--- src/sv/kdlp_pkg.sv ---
// ----------------------------------------------------------------------------
// kdlp_pkg
// shared types and constants of the key debounce / long press block
// ----------------------------------------------------------------------------
package kdlp_pkg;

    localparam int NUM_KEYS    = 3;
    localparam int KIDX_W      = 2;
    localparam int FILT_W      = 8;
    localparam int HOLD_W      = 16;
    localparam int CFG_IDX_W   = 2;
    localparam int CFG_DATA_W  = 16;
    localparam int QUEUE_DEPTH = 2;
    localparam int QPTR_W      = (QUEUE_DEPTH > 1) ? $clog2(QUEUE_DEPTH) : 1;
    localparam int QCNT_W      = $clog2(QUEUE_DEPTH + 1);

    localparam logic [HOLD_W-1:0] HOLD_MAX = {HOLD_W{1'b1}};

    localparam logic [CFG_IDX_W-1:0] CFG_FILTER_TIME   = 2'd0;
    localparam logic [CFG_IDX_W-1:0] CFG_LONG_TIME     = 2'd1;
    localparam logic [CFG_IDX_W-1:0] CFG_PRESSED_LEVEL = 2'd2;

    localparam logic [FILT_W-1:0] FILTER_TIME_RST = 8'd20;
    localparam logic [HOLD_W-1:0] LONG_TIME_RST   = 16'd1000;

    typedef enum logic [1:0] {
        EV_DOWN = 2'd0,
        EV_UP   = 2'd1,
        EV_LONG = 2'd2
    } ev_kind_t;

    // events of one tick, one slot per key
    typedef struct packed {
        logic     [NUM_KEYS-1:0] mask;
        ev_kind_t [NUM_KEYS-1:0] kind;
    } tick_ev_t;

endpackage

--- src/sv/kdlp_front.sv ---
// ----------------------------------------------------------------------------
// kdlp_front
// config registers, per-key debounce state and event classification
// ----------------------------------------------------------------------------
module kdlp_front import kdlp_pkg::*; (
    input  logic                  aclk,
    input  logic                  aresetn,
    input  logic                  cfg_wr_en,
    input  logic [CFG_IDX_W-1:0]  cfg_index,
    input  logic [CFG_DATA_W-1:0] cfg_wdata,
    input  logic                  s_valid,
    output logic                  s_ready,
    input  logic [NUM_KEYS-1:0]   s_key_levels,
    input  logic                  q_full,
    output logic                  q_push,
    output tick_ev_t              q_wdata
);

    logic [FILT_W-1:0] filter_time_reg;
    logic [HOLD_W-1:0] long_time_reg;
    logic              pressed_level_reg;

    logic [FILT_W-1:0] filt_reg  [NUM_KEYS];
    logic [FILT_W-1:0] filt_next [NUM_KEYS];
    logic [HOLD_W-1:0] hold_reg  [NUM_KEYS];
    logic [HOLD_W-1:0] hold_next [NUM_KEYS];
    logic [NUM_KEYS-1:0] stable_reg;
    logic [NUM_KEYS-1:0] stable_next;
    tick_ev_t          ev;
    logic              accept;

    assign s_ready = !q_full;
    assign accept  = s_valid && s_ready;
    assign q_push  = accept && (|ev.mask);
    assign q_wdata = ev;

    always_comb begin
        ev          = '0;
        stable_next = stable_reg;
        for (int i = 0; i < NUM_KEYS; i++) begin
            filt_next[i] = filt_reg[i];
            hold_next[i] = hold_reg[i];
            ev.kind[i]   = EV_DOWN;
            if (s_key_levels[i] == pressed_level_reg) begin
                if (filt_reg[i] < filter_time_reg) begin
                    filt_next[i] = filt_reg[i] + 1'b1;
                end else if (!stable_reg[i]) begin
                    stable_next[i] = 1'b1;
                    ev.mask[i]     = 1'b1;
                    ev.kind[i]     = EV_DOWN;
                end else if (hold_reg[i] != HOLD_MAX) begin
                    hold_next[i] = hold_reg[i] + 1'b1;
                    if (hold_reg[i] == long_time_reg) begin
                        ev.mask[i] = 1'b1;
                        ev.kind[i] = EV_LONG;
                    end
                end
            end else begin
                if (filt_reg[i] != '0) begin
                    filt_next[i] = filt_reg[i] - 1'b1;
                end else begin
                    if (stable_reg[i]) begin
                        stable_next[i] = 1'b0;
                        ev.mask[i]     = 1'b1;
                        ev.kind[i]     = EV_UP;
                    end
                    hold_next[i] = '0;
                end
            end
        end
    end

    always_ff @(posedge aclk) begin
        if (!aresetn) begin
            filter_time_reg   <= FILTER_TIME_RST;
            long_time_reg     <= LONG_TIME_RST;
            pressed_level_reg <= 1'b0;
            stable_reg        <= '0;
            for (int i = 0; i < NUM_KEYS; i++) begin
                filt_reg[i] <= '0;
                hold_reg[i] <= '0;
            end
        end else begin
            if (cfg_wr_en) begin
                case (cfg_index)
                    CFG_FILTER_TIME:   filter_time_reg   <= cfg_wdata[FILT_W-1:0];
                    CFG_LONG_TIME:     long_time_reg     <= cfg_wdata[HOLD_W-1:0];
                    CFG_PRESSED_LEVEL: pressed_level_reg <= cfg_wdata[0];
                    default: ;
                endcase
            end
            if (accept) begin
                stable_reg <= stable_next;
                for (int i = 0; i < NUM_KEYS; i++) begin
                    filt_reg[i] <= filt_next[i];
                    hold_reg[i] <= hold_next[i];
                end
            end
        end
    end

endmodule

--- src/sv/kdlp_queue.sv ---
// ----------------------------------------------------------------------------
// kdlp_queue
// short fifo of per-tick event sets between front and back
// ----------------------------------------------------------------------------
module kdlp_queue import kdlp_pkg::*; (
    input  logic     aclk,
    input  logic     aresetn,
    input  logic     push,
    input  tick_ev_t wdata,
    output logic     full,
    input  logic     pop,
    output logic     not_empty,
    output tick_ev_t rdata
);

    tick_ev_t            mem_reg [QUEUE_DEPTH];
    logic [QPTR_W-1:0]   wptr_reg;
    logic [QPTR_W-1:0]   rptr_reg;
    logic [QCNT_W-1:0]   cnt_reg;
    logic [QCNT_W-1:0]   cnt_next;

    assign full      = (cnt_reg == QCNT_W'(QUEUE_DEPTH));
    assign not_empty = (cnt_reg != '0);
    assign rdata     = mem_reg[rptr_reg];

    always_comb begin
        cnt_next = cnt_reg;
        if (push && !pop) begin
            cnt_next = cnt_reg + 1'b1;
        end else if (pop && !push) begin
            cnt_next = cnt_reg - 1'b1;
        end
    end

    always_ff @(posedge aclk) begin
        if (push) begin
            mem_reg[wptr_reg] <= wdata;
        end
    end

    always_ff @(posedge aclk) begin
        if (!aresetn) begin
            wptr_reg <= '0;
            rptr_reg <= '0;
            cnt_reg  <= '0;
        end else begin
            cnt_reg <= cnt_next;
            if (push) begin
                wptr_reg <= (wptr_reg == QPTR_W'(QUEUE_DEPTH - 1)) ? '0 : wptr_reg + 1'b1;
            end
            if (pop) begin
                rptr_reg <= (rptr_reg == QPTR_W'(QUEUE_DEPTH - 1)) ? '0 : rptr_reg + 1'b1;
            end
        end
    end

endmodule

--- src/sv/kdlp_back.sv ---
// ----------------------------------------------------------------------------
// kdlp_back
// serializes the events of one tick in key order into the output register
// ----------------------------------------------------------------------------
module kdlp_back import kdlp_pkg::*; (
    input  logic              aclk,
    input  logic              aresetn,
    input  logic              q_not_empty,
    input  tick_ev_t          q_rdata,
    output logic              q_pop,
    output logic              m_valid,
    input  logic              m_ready,
    output logic [KIDX_W-1:0] m_key_index,
    output logic [1:0]        m_event_kind,
    output logic              m_last
);

    logic [NUM_KEYS-1:0] done_reg;
    logic [NUM_KEYS-1:0] done_next;
    logic [NUM_KEYS-1:0] pending;
    logic [NUM_KEYS-1:0] low_bit;
    logic [KIDX_W-1:0]   sel;
    logic                is_last;
    logic                load;

    logic                m_valid_reg;
    logic [KIDX_W-1:0]   m_key_index_reg;
    ev_kind_t            m_event_kind_reg;
    logic                m_last_reg;

    assign pending = q_rdata.mask & ~done_reg;
    assign low_bit = pending & (~pending + 1'b1);
    assign is_last = ((pending & ~low_bit) == '0);
    assign load    = q_not_empty && (!m_valid_reg || m_ready);
    assign q_pop   = load && is_last;

    always_comb begin
        sel = '0;
        for (int i = 0; i < NUM_KEYS; i++) begin
            if (low_bit[i]) begin
                sel = KIDX_W'(i);
            end
        end
    end

    always_comb begin
        done_next = done_reg;
        if (load) begin
            done_next = is_last ? '0 : (done_reg | low_bit);
        end
    end

    always_ff @(posedge aclk) begin
        if (!aresetn) begin
            m_valid_reg <= 1'b0;
            done_reg    <= '0;
        end else begin
            done_reg <= done_next;
            if (load) begin
                m_valid_reg <= 1'b1;
            end else if (m_ready) begin
                m_valid_reg <= 1'b0;
            end
        end
    end

    always_ff @(posedge aclk) begin
        if (load) begin
            m_key_index_reg  <= sel;
            m_event_kind_reg <= q_rdata.kind[sel];
            m_last_reg       <= is_last;
        end
    end

    assign m_valid      = m_valid_reg;
    assign m_key_index  = m_key_index_reg;
    assign m_event_kind = m_event_kind_reg;
    assign m_last       = m_last_reg;

endmodule

--- src/sv/key_debounce_long_press.sv ---
// ----------------------------------------------------------------------------
// key_debounce_long_press
// integrating key debounce with down, up and long-press events
// ----------------------------------------------------------------------------
// One scan tick is taken whenever the two-entry event queue has room, so ticks
// may arrive back to back. The front updates every key's filter, pressed flag
// and hold count in the cycle a tick is taken and queues the tick's events; a
// tick with no event is consumed without any output. The back sends one event
// per cycle from its output register while m_ready is high, lowest key first,
// with m_last on the final event of a tick, so the output port sets the
// sustained rate of one event per cycle. s_ready is already high when reset ends.
module key_debounce_long_press import kdlp_pkg::*; (
    input  logic                  aclk,
    input  logic                  aresetn,
    input  logic                  cfg_wr_en,
    input  logic [CFG_IDX_W-1:0]  cfg_index,
    input  logic [CFG_DATA_W-1:0] cfg_wdata,
    input  logic                  s_valid,
    output logic                  s_ready,
    input  logic [NUM_KEYS-1:0]   s_key_levels,
    output logic                  m_valid,
    input  logic                  m_ready,
    output logic [KIDX_W-1:0]     m_key_index,
    output logic [1:0]            m_event_kind,
    output logic                  m_last
);

    logic     q_full;
    logic     q_push;
    logic     q_pop;
    logic     q_not_empty;
    tick_ev_t q_wdata;
    tick_ev_t q_rdata;

    kdlp_front u_front (
        .aclk         (aclk),
        .aresetn      (aresetn),
        .cfg_wr_en    (cfg_wr_en),
        .cfg_index    (cfg_index),
        .cfg_wdata    (cfg_wdata),
        .s_valid      (s_valid),
        .s_ready      (s_ready),
        .s_key_levels (s_key_levels),
        .q_full       (q_full),
        .q_push       (q_push),
        .q_wdata      (q_wdata)
    );

    kdlp_queue u_queue (
        .aclk      (aclk),
        .aresetn   (aresetn),
        .push      (q_push),
        .wdata     (q_wdata),
        .full      (q_full),
        .pop       (q_pop),
        .not_empty (q_not_empty),
        .rdata     (q_rdata)
    );

    kdlp_back u_back (
        .aclk         (aclk),
        .aresetn      (aresetn),
        .q_not_empty  (q_not_empty),
        .q_rdata      (q_rdata),
        .q_pop        (q_pop),
        .m_valid      (m_valid),
        .m_ready      (m_ready),
        .m_key_index  (m_key_index),
        .m_event_kind (m_event_kind),
        .m_last       (m_last)
    );

endmodule

--- config.mk ---
export PLATFORM = sky130hd
export DESIGN_NAME = key_debounce_long_press
export DESIGN_NICKNAME = d
export VERILOG_FILES = /design/src/sv/kdlp_pkg.sv /design/src/sv/kdlp_front.sv /design/src/sv/kdlp_queue.sv /design/src/sv/kdlp_back.sv /design/src/sv/key_debounce_long_press.sv
export SDC_FILE = /design/constraint.sdc
export NUM_CORES = 1
export LEC_CHECK = 0
export BUFFER_PORTS_ARGS = -buffer_cell sky130_fd_sc_hd__buf_4
export CELL_PAD_IN_SITES_DETAIL_PLACEMENT = 1
export CELL_PAD_IN_SITES_GLOBAL_PLACEMENT = 1
export CORE_MARGIN = 4
export CORE_UTILIZATION = 50
export DETAILED_ROUTE_END_ITERATION = 8
export PLACE_DENSITY_LB_ADDON = 0.1
export SETUP_SLACK_MARGIN = 0.2
export SLEW_MARGIN = 20
export SYNTH_ARGS = -nofsm -noshare
export SYNTH_HDL_FRONTEND = slang
export SYNTH_SLANG_ARGS = --single-unit
--- constraint.sdc ---
create_clock -name aclk -period 3.5 [get_ports aclk]
set_input_delay 0.525 -clock aclk [delete_from_list [all_inputs] [get_ports aclk]]
set_output_delay 0.525 -clock aclk [all_outputs]
set_load 0.05 [all_outputs]
# After elaboration in Yosys (flattened, before gate mapping)
# Memories as Yosys holds them, arrays and structs flattened. A register that Yosys moved wholly into a read port is not among the register bits.
# Cells that the tools add are included.
word_totals:
  reg_bits: 41
  n_memories: 3
  inputBits: 26
  out_inout_bits: 7
  ramBits: 90
memory_table:
  columns: ["memory", "depth", "width", "read_ports", "rd_clocked_by_memory_dff", "write_ports", "line_no", "rtl"]
  rows:
  - ["u_front.hold_reg", 3, 16, 3, 0, 3, "kdlp_front.sv:25", "logic [HOLD_W-1:0] hold_reg [NUM_KEYS];"]
  - ["u_front.filt_reg", 3, 8, 3, 0, 3, "kdlp_front.sv:23", "logic [FILT_W-1:0] filt_reg [NUM_KEYS];"]
  - ["u_queue.mem_reg", 2, 9, 1, 1, 1, "kdlp_queue.sv:16", "tick_ev_t mem_reg [QUEUE_DEPTH];"]
op_classes:
  reduce_logical: 26
  magnitude_cmp: 4
  n_bitwise: 13
  mux: 100
  n_eq_ne: 18
  addsub: 14
op_table:
  columns: ["cell", "count"]
  rows:
  - ["$mux W16", 18]
  - ["$mux W8", 12]
  - ["$add A16 B1 Y16 const B", 3]
  - ["$eq A16 B16 Y1", 3]
  - ["$ne A16 B16 Y1 const B", 3]
  - ["$mux W1", 46]
  - ["$mux W2", 22]
  - ["$add A8 B1 Y8 const B", 3]
  - ["$lt A8 B8 Y1", 3]
  - ["$reduce_bool A8 Y1", 3]
  - ["$sub A8 B1 Y8 const B", 3]
  - ["$and A3 B3 Y3", 3]
  - ["$not A3 Y3", 3]
  - ["$reduce_and A3 Y1", 3]
  - ["$logic_and A1 B1 Y1", 6]
  - ["$ne A2 B1 Y1 const B", 3]
  - ["$ne A2 B2 Y1 const B", 3]
  - ["$or A1 B1 Y1", 6]
  - ["$reduce_and A2 Y1", 3]
  - ["$reduce_bool A2 Y1", 3]
  - ["$bmux W2 S2", 1]
  - ["$eq A2 B2 Y1 const B", 2]
  - ["$logic_not A1 Y1", 4]
  - ["$add A3 B1 Y3 const B", 1]
  - ["12 further kinds", 15]

# Longest topological paths before layout
# Gate-level depths: netlist of the first run.
# An unclocked memory read counts as a cell.
depth:
  ltp_word: 13
  mapped_depth: 12
  mapped_depth_nobuf: 12

# By module
# A second synthesis of the first run with hierarchy kept.
hier_totals:
  cells_unflattened: 748
  hier_area_um2: 7699.9
modules_own_cells:
  columns: ["module", "instances", "seq_area_each_um2", "cells_per_inst", "area_per_inst_um2"]
  rows:
  - ["kdlp_front", 1, 2722.6, 658, 6387.4]
  - ["kdlp_queue", 1, 640.6, 50, 868.3]
  - ["kdlp_back", 1, 230.2, 40, 444.2]

# Worst setup path after synthesis of the first run
# OpenSTA, ideal clock, no wires.
synth_path:
  path_kind: "register -> register"
  from: "memory u_front.filt_reg[0][1]"
  to: "memory u_front.hold_reg[0][0] (enable)"
  t_arrival_ps: 2386
  setup_ps: 399
  n_path_buf: 0
  path_stages_with_launch: 7
  required_ps: 3101
  slack_ps: 715
  cell_sequence: "edfxtp_1 ha_1 a2111oi_0 a2111oi_0 o21ai_1 a21o_1 a32oi_1"
synth_rtl:
  columns: ["element", "line_no"]
  rows:
  - ["start: declaration", "kdlp_front.sv:23"]
  - ["end: declaration", "kdlp_front.sv:25"]

==> metrics, run 1 <==
Crit Path Category register to register; Rows between 40 and 50; post-synthesis compound-gate area fraction around 8.2%; pwr dens just under 700 nW/µm²; Fmax about 320 MHz; starting density of the core around 51%; fraction of layout instances using a drive strength above 1 between 10% and 20%; P&R area growth vs syn 14.13%; Final Routed Wirelength 19.30 mm; yosys warns 0; vias approximately 5500; xor/xnor share of the synthesized area ~14%; Residual DRC 0; vias per inst between 5 and 6; Sw Pwr around 1.9 mW; width of the die between 100 and 150 µm; Final Hold Vio Count 0; Worst Hold Class input port to register; simple-gate portion of the synthesized area between 10% and 20%; die area between 15000 and 20000 µm²; largest family of logic cells by synthesized area simple AND/OR/NAND/NOR gates; max_slew headroom a little over a third; Adder-Cell Fraction of Synth Area approximately 8.1%; setup TNS 0 ns; peak supply drop 0.0003715 V; Worst setup EP type register; Root Driver clkbuf_16; RSZ-0062 raised after global routing false; Synth cell types 50; clock sinks between 100 and 150; nets 840; sequential share of power 41.2%; IO Count 33; Multi-input gate area approximately 3800 µm²; Final Wtd Congestion 0.8349; final-layout fill cell count around 1600; clk slew on worst S/H paths about 0.060 ns; clock network power share around 30%; #FFs+latches synth around 130; clock latency on the worst-skew pair roughly 0.43 ns; 1st-pass router iterations 4; CTS Hold Buffers Added 0; # port buffers 32; sequential fraction of the synthesis area 47.95%; antenna violations before repair 0; Final Critical Period roughly 3.1 ns; CTS tree yes; Pint between 3 and 4 mW; Worst setup SP type register; Max-Cap Viols 0; antenna cells 0; wire per inst approximately 20 µm; placed insts 930; Detail Route Antenna Nets 0; pin count of the biggest net entering global routing 46; vias in the first global route 5871; Global Route Usage Sum 24.18%; switching fraction of total power ~34%; Comb power frac 28.5%; EDFF count, synth 95; Syn Area/Cell 10.34 µm²; Max Buffers Root-to-Sink 2; die height 130.4 µm; H-Tree Level Count 4; FFs w/ async S/R, synth 0%; Final Total Pwr between 5 and 6 mW; hpwl dp 14.31 mm; worst-path fanout max 6; Slew Viols, Final 0; Iteration-0 DRC Markers 240; Syn Nets 797; crit path DAT between 3 and 4 ns; CP required roughly 3.8 ns; Largest register FFs 48; Synth Instances 725; Top FF cell, synth edfxtp_1; mux contribution to synthesized area ~1.8%; first-pass GRT wire length ~31 mm; Mapped Area about 7500 µm²; outcome complete, no violations; TritonCTS Buffers 17; fin crit share about 88%; Non-Filler Instances slightly below 1000; Leakage Power roughly 3.3 nW; core region area about 15000 µm²; Reg area 3593 µm²; skew final ~0.012 ns; final count of negative-setup-slack endpoints 0; Remaining Overflow, GRT 0; Worst-Margin Slew 0.9553 ns
-- layer usage --
layer  vias up  global-route usage, %  part of all wire [%]
li1       2643                      -                     -
met5         -                      0                     0
met1      2798                  32.50                    46
met2        81                  39.65                    50
met4         0                  8.469                   1.8
met3        27                  4.390                   2.6
-- placed cells by master, fill, tap and decap left out, drive strengths merged, types with 9 or more instances in the layout --
cell type / n
a21boi: 12
a21oi: 31
and2: 14
and3: 16
buf: 42
clkbuf: 22
dfxtp: 37
edfxtp: 95
ha: 43
inv: 23
mux2i: 9
nand2: 71
nand3: 27
nand4: 21
nor2: 96
nor2b: 11
nor4: 12
o21ai: 12
xnor2: 70
xor2: 47
-- path summary, 6_finish.rpt --
check                                            start                        to  slack, ns  depth (start not counted)
worst max-delay path            u_front.hold_reg[0][0]        u_queue.cnt_reg[1]       0.42                         10
worst min-delay path                      cfg_wdata[8]  u_front.long_time_reg[8]       0.31                          3
worst max register to register  u_front.hold_reg[0][0]        u_queue.cnt_reg[1]       0.42                         10
worst min register to register      u_back.done_reg[2]        u_back.done_reg[2]       0.48                          2
-- cell families (layout without fill, tap and decap cells) --
group / count (synthesis) / in the layout
and+or+nand+nor: 286 / 286
DFF: 132 / 132
xor gates and xnor gates: 117 / 117
AOI/OAI and AO/OA: 91 / 91
adders and majority gates: 47 / 47
buffers and inverters: 41 / 97
muxes: 11 / 11
-- Yosys cell counts, drive strengths merged (14+ instances only) --
library cell,instances,area (µm²)
and3,16,100.1
clkbuf,15,56.30
nor2,96,360.4
ha,43,538.0
xor2,47,411.6
xnor2,70,620.6
nand4,21,131.4
nand2,71,266.5
a21oi,31,155.2
nand3,27,140.1
and2,14,87.58
inv,23,86.33
edfxtp,95,2853
dfxtp,37,740.7
-- area by class of cell --
class / instances / area share, %
clock buffer: 22 / 5.428
clock inverter: 10 / 1.244
inverter: 23 / 1.010
multi-input combinational: 552 / 43.92
sequential: 132 / 42.02
tap: 184 / 2.692
timing repair buffer: 42 / 3.687
-- worst max-delay path, stage by stage, from the launching register on --
cell	delay [ns]
edfxtp_1	0.45
ha_1	0.26
and3_1	0.21
and3_1	0.27
nand3_1	0.20
a21oi_1	0.10
o21ai_1	0.37
o31a_1	0.28
ha_1	0.30
or3_1	0.36
a21boi_0	0.18
-- power by group through the flow --
stage	registers, mW	clock network, mW	logic (mW)
final	2.38	1.75	1.65
after global routing	2.42	1.85	1.84
after CTS	2.38	1.78	1.65
after detailed placement	2.41	0	1.62
after global placement	2.38	0	1.53
after floorplan	2.40	0	1.12
-- stage by stage --
step                util, %  setup slack (ns)  hold slack [ns]  area (µm²)
global placement      54.49            0.5987           0.4339        7950
CTS                   58.40            0.3523           0.2954        8521
global route          58.62            0.1753           0.3269        8552
finish                58.62            0.4172           0.3060        8552
floorplan                 -            0.7150           0.4256        7493
detailed placement    54.49            0.4398           0.4680        7950
-- timing repair --
action / 4_1_cts / 5_1_grt
resized for setup: 0 / 1
setup buffers: 0 / 3
setup endpoints to repair: 0 / 1
Power figures use the tool's default switching activity.
==> run 2, diff against run 1 <==
==> constraint.sdc (replaced) <==
create_clock -name aclk -period 3.7 [get_ports aclk]
set_input_delay 0.555 -clock aclk [delete_from_list [all_inputs] [get_ports aclk]]
set_output_delay 0.555 -clock aclk [all_outputs]
set_load 0.05 [all_outputs]
==> run 2 against run 1 <==
  * Power fell by 3.4%
  * Core utilization rose by 0.094 points
  * Final cell count fell by 0.31%
  * Count of clock-buffer cells in the layout fell by 4
  * Setup slack improved by 0.13 ns
  * Via count rose by 0.13%
  * Sequential power fell by 5%
  * Design area rose by 0.16%
  * Die area did not move
  * Sequential share of layout area fell by 0.068 points
  * Critical endpoint unchanged
==> metrics, run 2 (synthesized netlist as in run 1, its figures left out) <==
Largest register FFs 48 (unchanged); Final Wtd Congestion 0.8454 (+1.3%); max_slew headroom 35.24% (-0.80 points); Worst-Margin Slew 0.9672 ns (+0.01189 ns); antenna cells 0 (unchanged); met1 Usage GRT 31.07% (-1.4 points); outcome complete, no violations; core region area 14590 µm² (unchanged); Iteration-0 DRC Markers 334 (+39%); hpwl dp 14.57 mm (+1.8%); Max-Cap Viols 0 (unchanged); starting density of the core 51.36% (unchanged); pin count of the biggest net entering global routing 46 (unchanged); CTS tree yes; crit path DAT 3.50 ns (+0.07 ns); Global Route Usage Sum 24.54% (+0.36 points); fraction of layout instances using a drive strength above 1 10.54% (+0.30 points); die height 130.4 µm (unchanged); fin area 8566 µm² (+0.16%); setup TNS 0 ns (unchanged); Worst setup EP type register; Residual DRC 0 (unchanged); H-Tree Level Count 4 (unchanged); width of the die 130.4 µm (unchanged); Detail Route Antenna Nets 0 (unchanged); IO Count 33 (unchanged); 1st-pass router iterations 4 (unchanged); placed insts 930 (unchanged); Leakage Power 3.273 nW (+0.36%); Rows 44 (unchanged); met3 GRT Util 4.797% (+0.41 points); Final Total Pwr 5.583 mW (-3.4%); worst-path fanout max 6 (unchanged); GR met2 Demand/Resource 43.33% (+3.7 points); commonest non-fill, non-tap cell in the layout nor2_1; Final Routed Wirelength 19.63 mm (+1.7%); fin crit share 85.34% (-2.7 points); pwr dens 651.8 nW/µm² (-3.6%); # port buffers 32 (unchanged); Fmax 316.7 MHz (-2.4%); vias per inst 5.775 (+0.44%); Non-Filler Instances 962 (-0.31%); buffer count from post-CTS setup fixing 0 (unchanged); TritonCTS Buffers 17 (unchanged); Final Critical Period 3.158 ns (+0.07484 ns); Worst Hold Class input port to register; final count of negative-setup-slack endpoints 0 (unchanged); nets 837 (-0.36%); clk slew on worst S/H paths 0.06 ns (about the same); peak supply drop 0.0004487 V (+21%); Root Driver clkbuf_16; antenna violations before repair 0 (unchanged); layer with the highest usage met2; vias 5556 (+0.13%); Worst setup SP type register; Remaining Overflow, GRT 0 (unchanged); P&R area growth vs syn 14.31%; clock latency on the worst-skew pair 0.42 ns (about the same); skew final 0.008220 ns (-0.003925 ns); vias in the first global route 6139 (+4.6%); RSZ-0062 raised after global routing false; Slew Viols, Final 0 (unchanged); CTS Hold Buffers Added 0 (unchanged); clock sinks 132 (unchanged); commonest cells after routing, fill and taps aside 96 x nor2_1, 95 x edfxtp_1, 71 x nand2_1; cts repair resizes 0 (unchanged); Max Buffers Root-to-Sink 2 (unchanged); CP required 4.04 ns (+0.20 ns); Crit Path Category register to register; Cell Area, Placed 7950 µm² (unchanged); Final Hold Vio Count 0 (unchanged); wire per inst 20.40 µm (+2.0%); die area 17010 µm² (unchanged); first-pass GRT wire length 32.08 mm (+2.5%)
run 2: cell count changes in the layout (fill, tap and decap cells not counted), moves of 2 or more:
cell,delta
clkinvlp_4,-2
clkinv_1,-3
clkbuf_1,-2
bufinv_16,+2
clkbuf_8,-2
clkinv_2,+4
buf_4,-3
clkinv_4,+2
run 2: report_power, final:
group	switching [mW]	internal, mW
combinational	0.893	0.653
sequential	0.312	1.95
clock	0.650	1.12
run 2: per-layer routing:
metal  part of all wire [%]  vias up
met4                    1.0        0
met2                     51       92
met1                     45     2808
met3                    3.5       18
met5                      0        -
li1                       -     2638
run 2: path summary, 6_finish.rpt:
check,start,end,slack (ns),depth (start not counted)
worst max register to register,u_front.hold_reg[0][0],u_queue.cnt_reg[1],0.54,10
worst max-delay path,u_front.hold_reg[0][0],u_queue.cnt_reg[1],0.54,10
worst min-delay path,cfg_wdata[8],u_front.long_time_reg[8],0.35,3
worst min register to register,u_back.done_reg[2],u_back.done_reg[2],0.46,2
run 2: area by class of cell:
class | instances | area [µm²]
clock buffers | 18 | 429.2
clock inverters | 14 | 186.4
fillers | 1559 | 6023
inverters | 23 | 86.33
multi-input cells | 552 | 3747
flip-flops and latches | 132 | 3593
well taps | 184 | 230.2
repair buffers | 39 | 292.8
run 2: per-stage QoR:
step / worst slack (ns) / hold WS [ns] / utilization, %
after floorplan: 0.9150 / 0.4256 / -
after global placement: 0.7447 / 0.4345 / 54.49
after detailed placement: 0.6508 / 0.4523 / 54.49
after CTS: 0.5731 / 0.3354 / 58.71
after global routing: 0.4064 / 0.3677 / 58.71
final: 0.5423 / 0.3496 / 58.71
run 2: worst max-delay path: stages, from the launching register on:
cell,delay (ns)
edfxtp_1,0.46
ha_1,0.24
and3_1,0.22
and3_1,0.32
nand3_1,0.20
a21oi_1,0.23
o21ai_1,0.16
o31a_1,0.33
ha_1,0.36
or3_1,0.38
a21boi_0,0.19
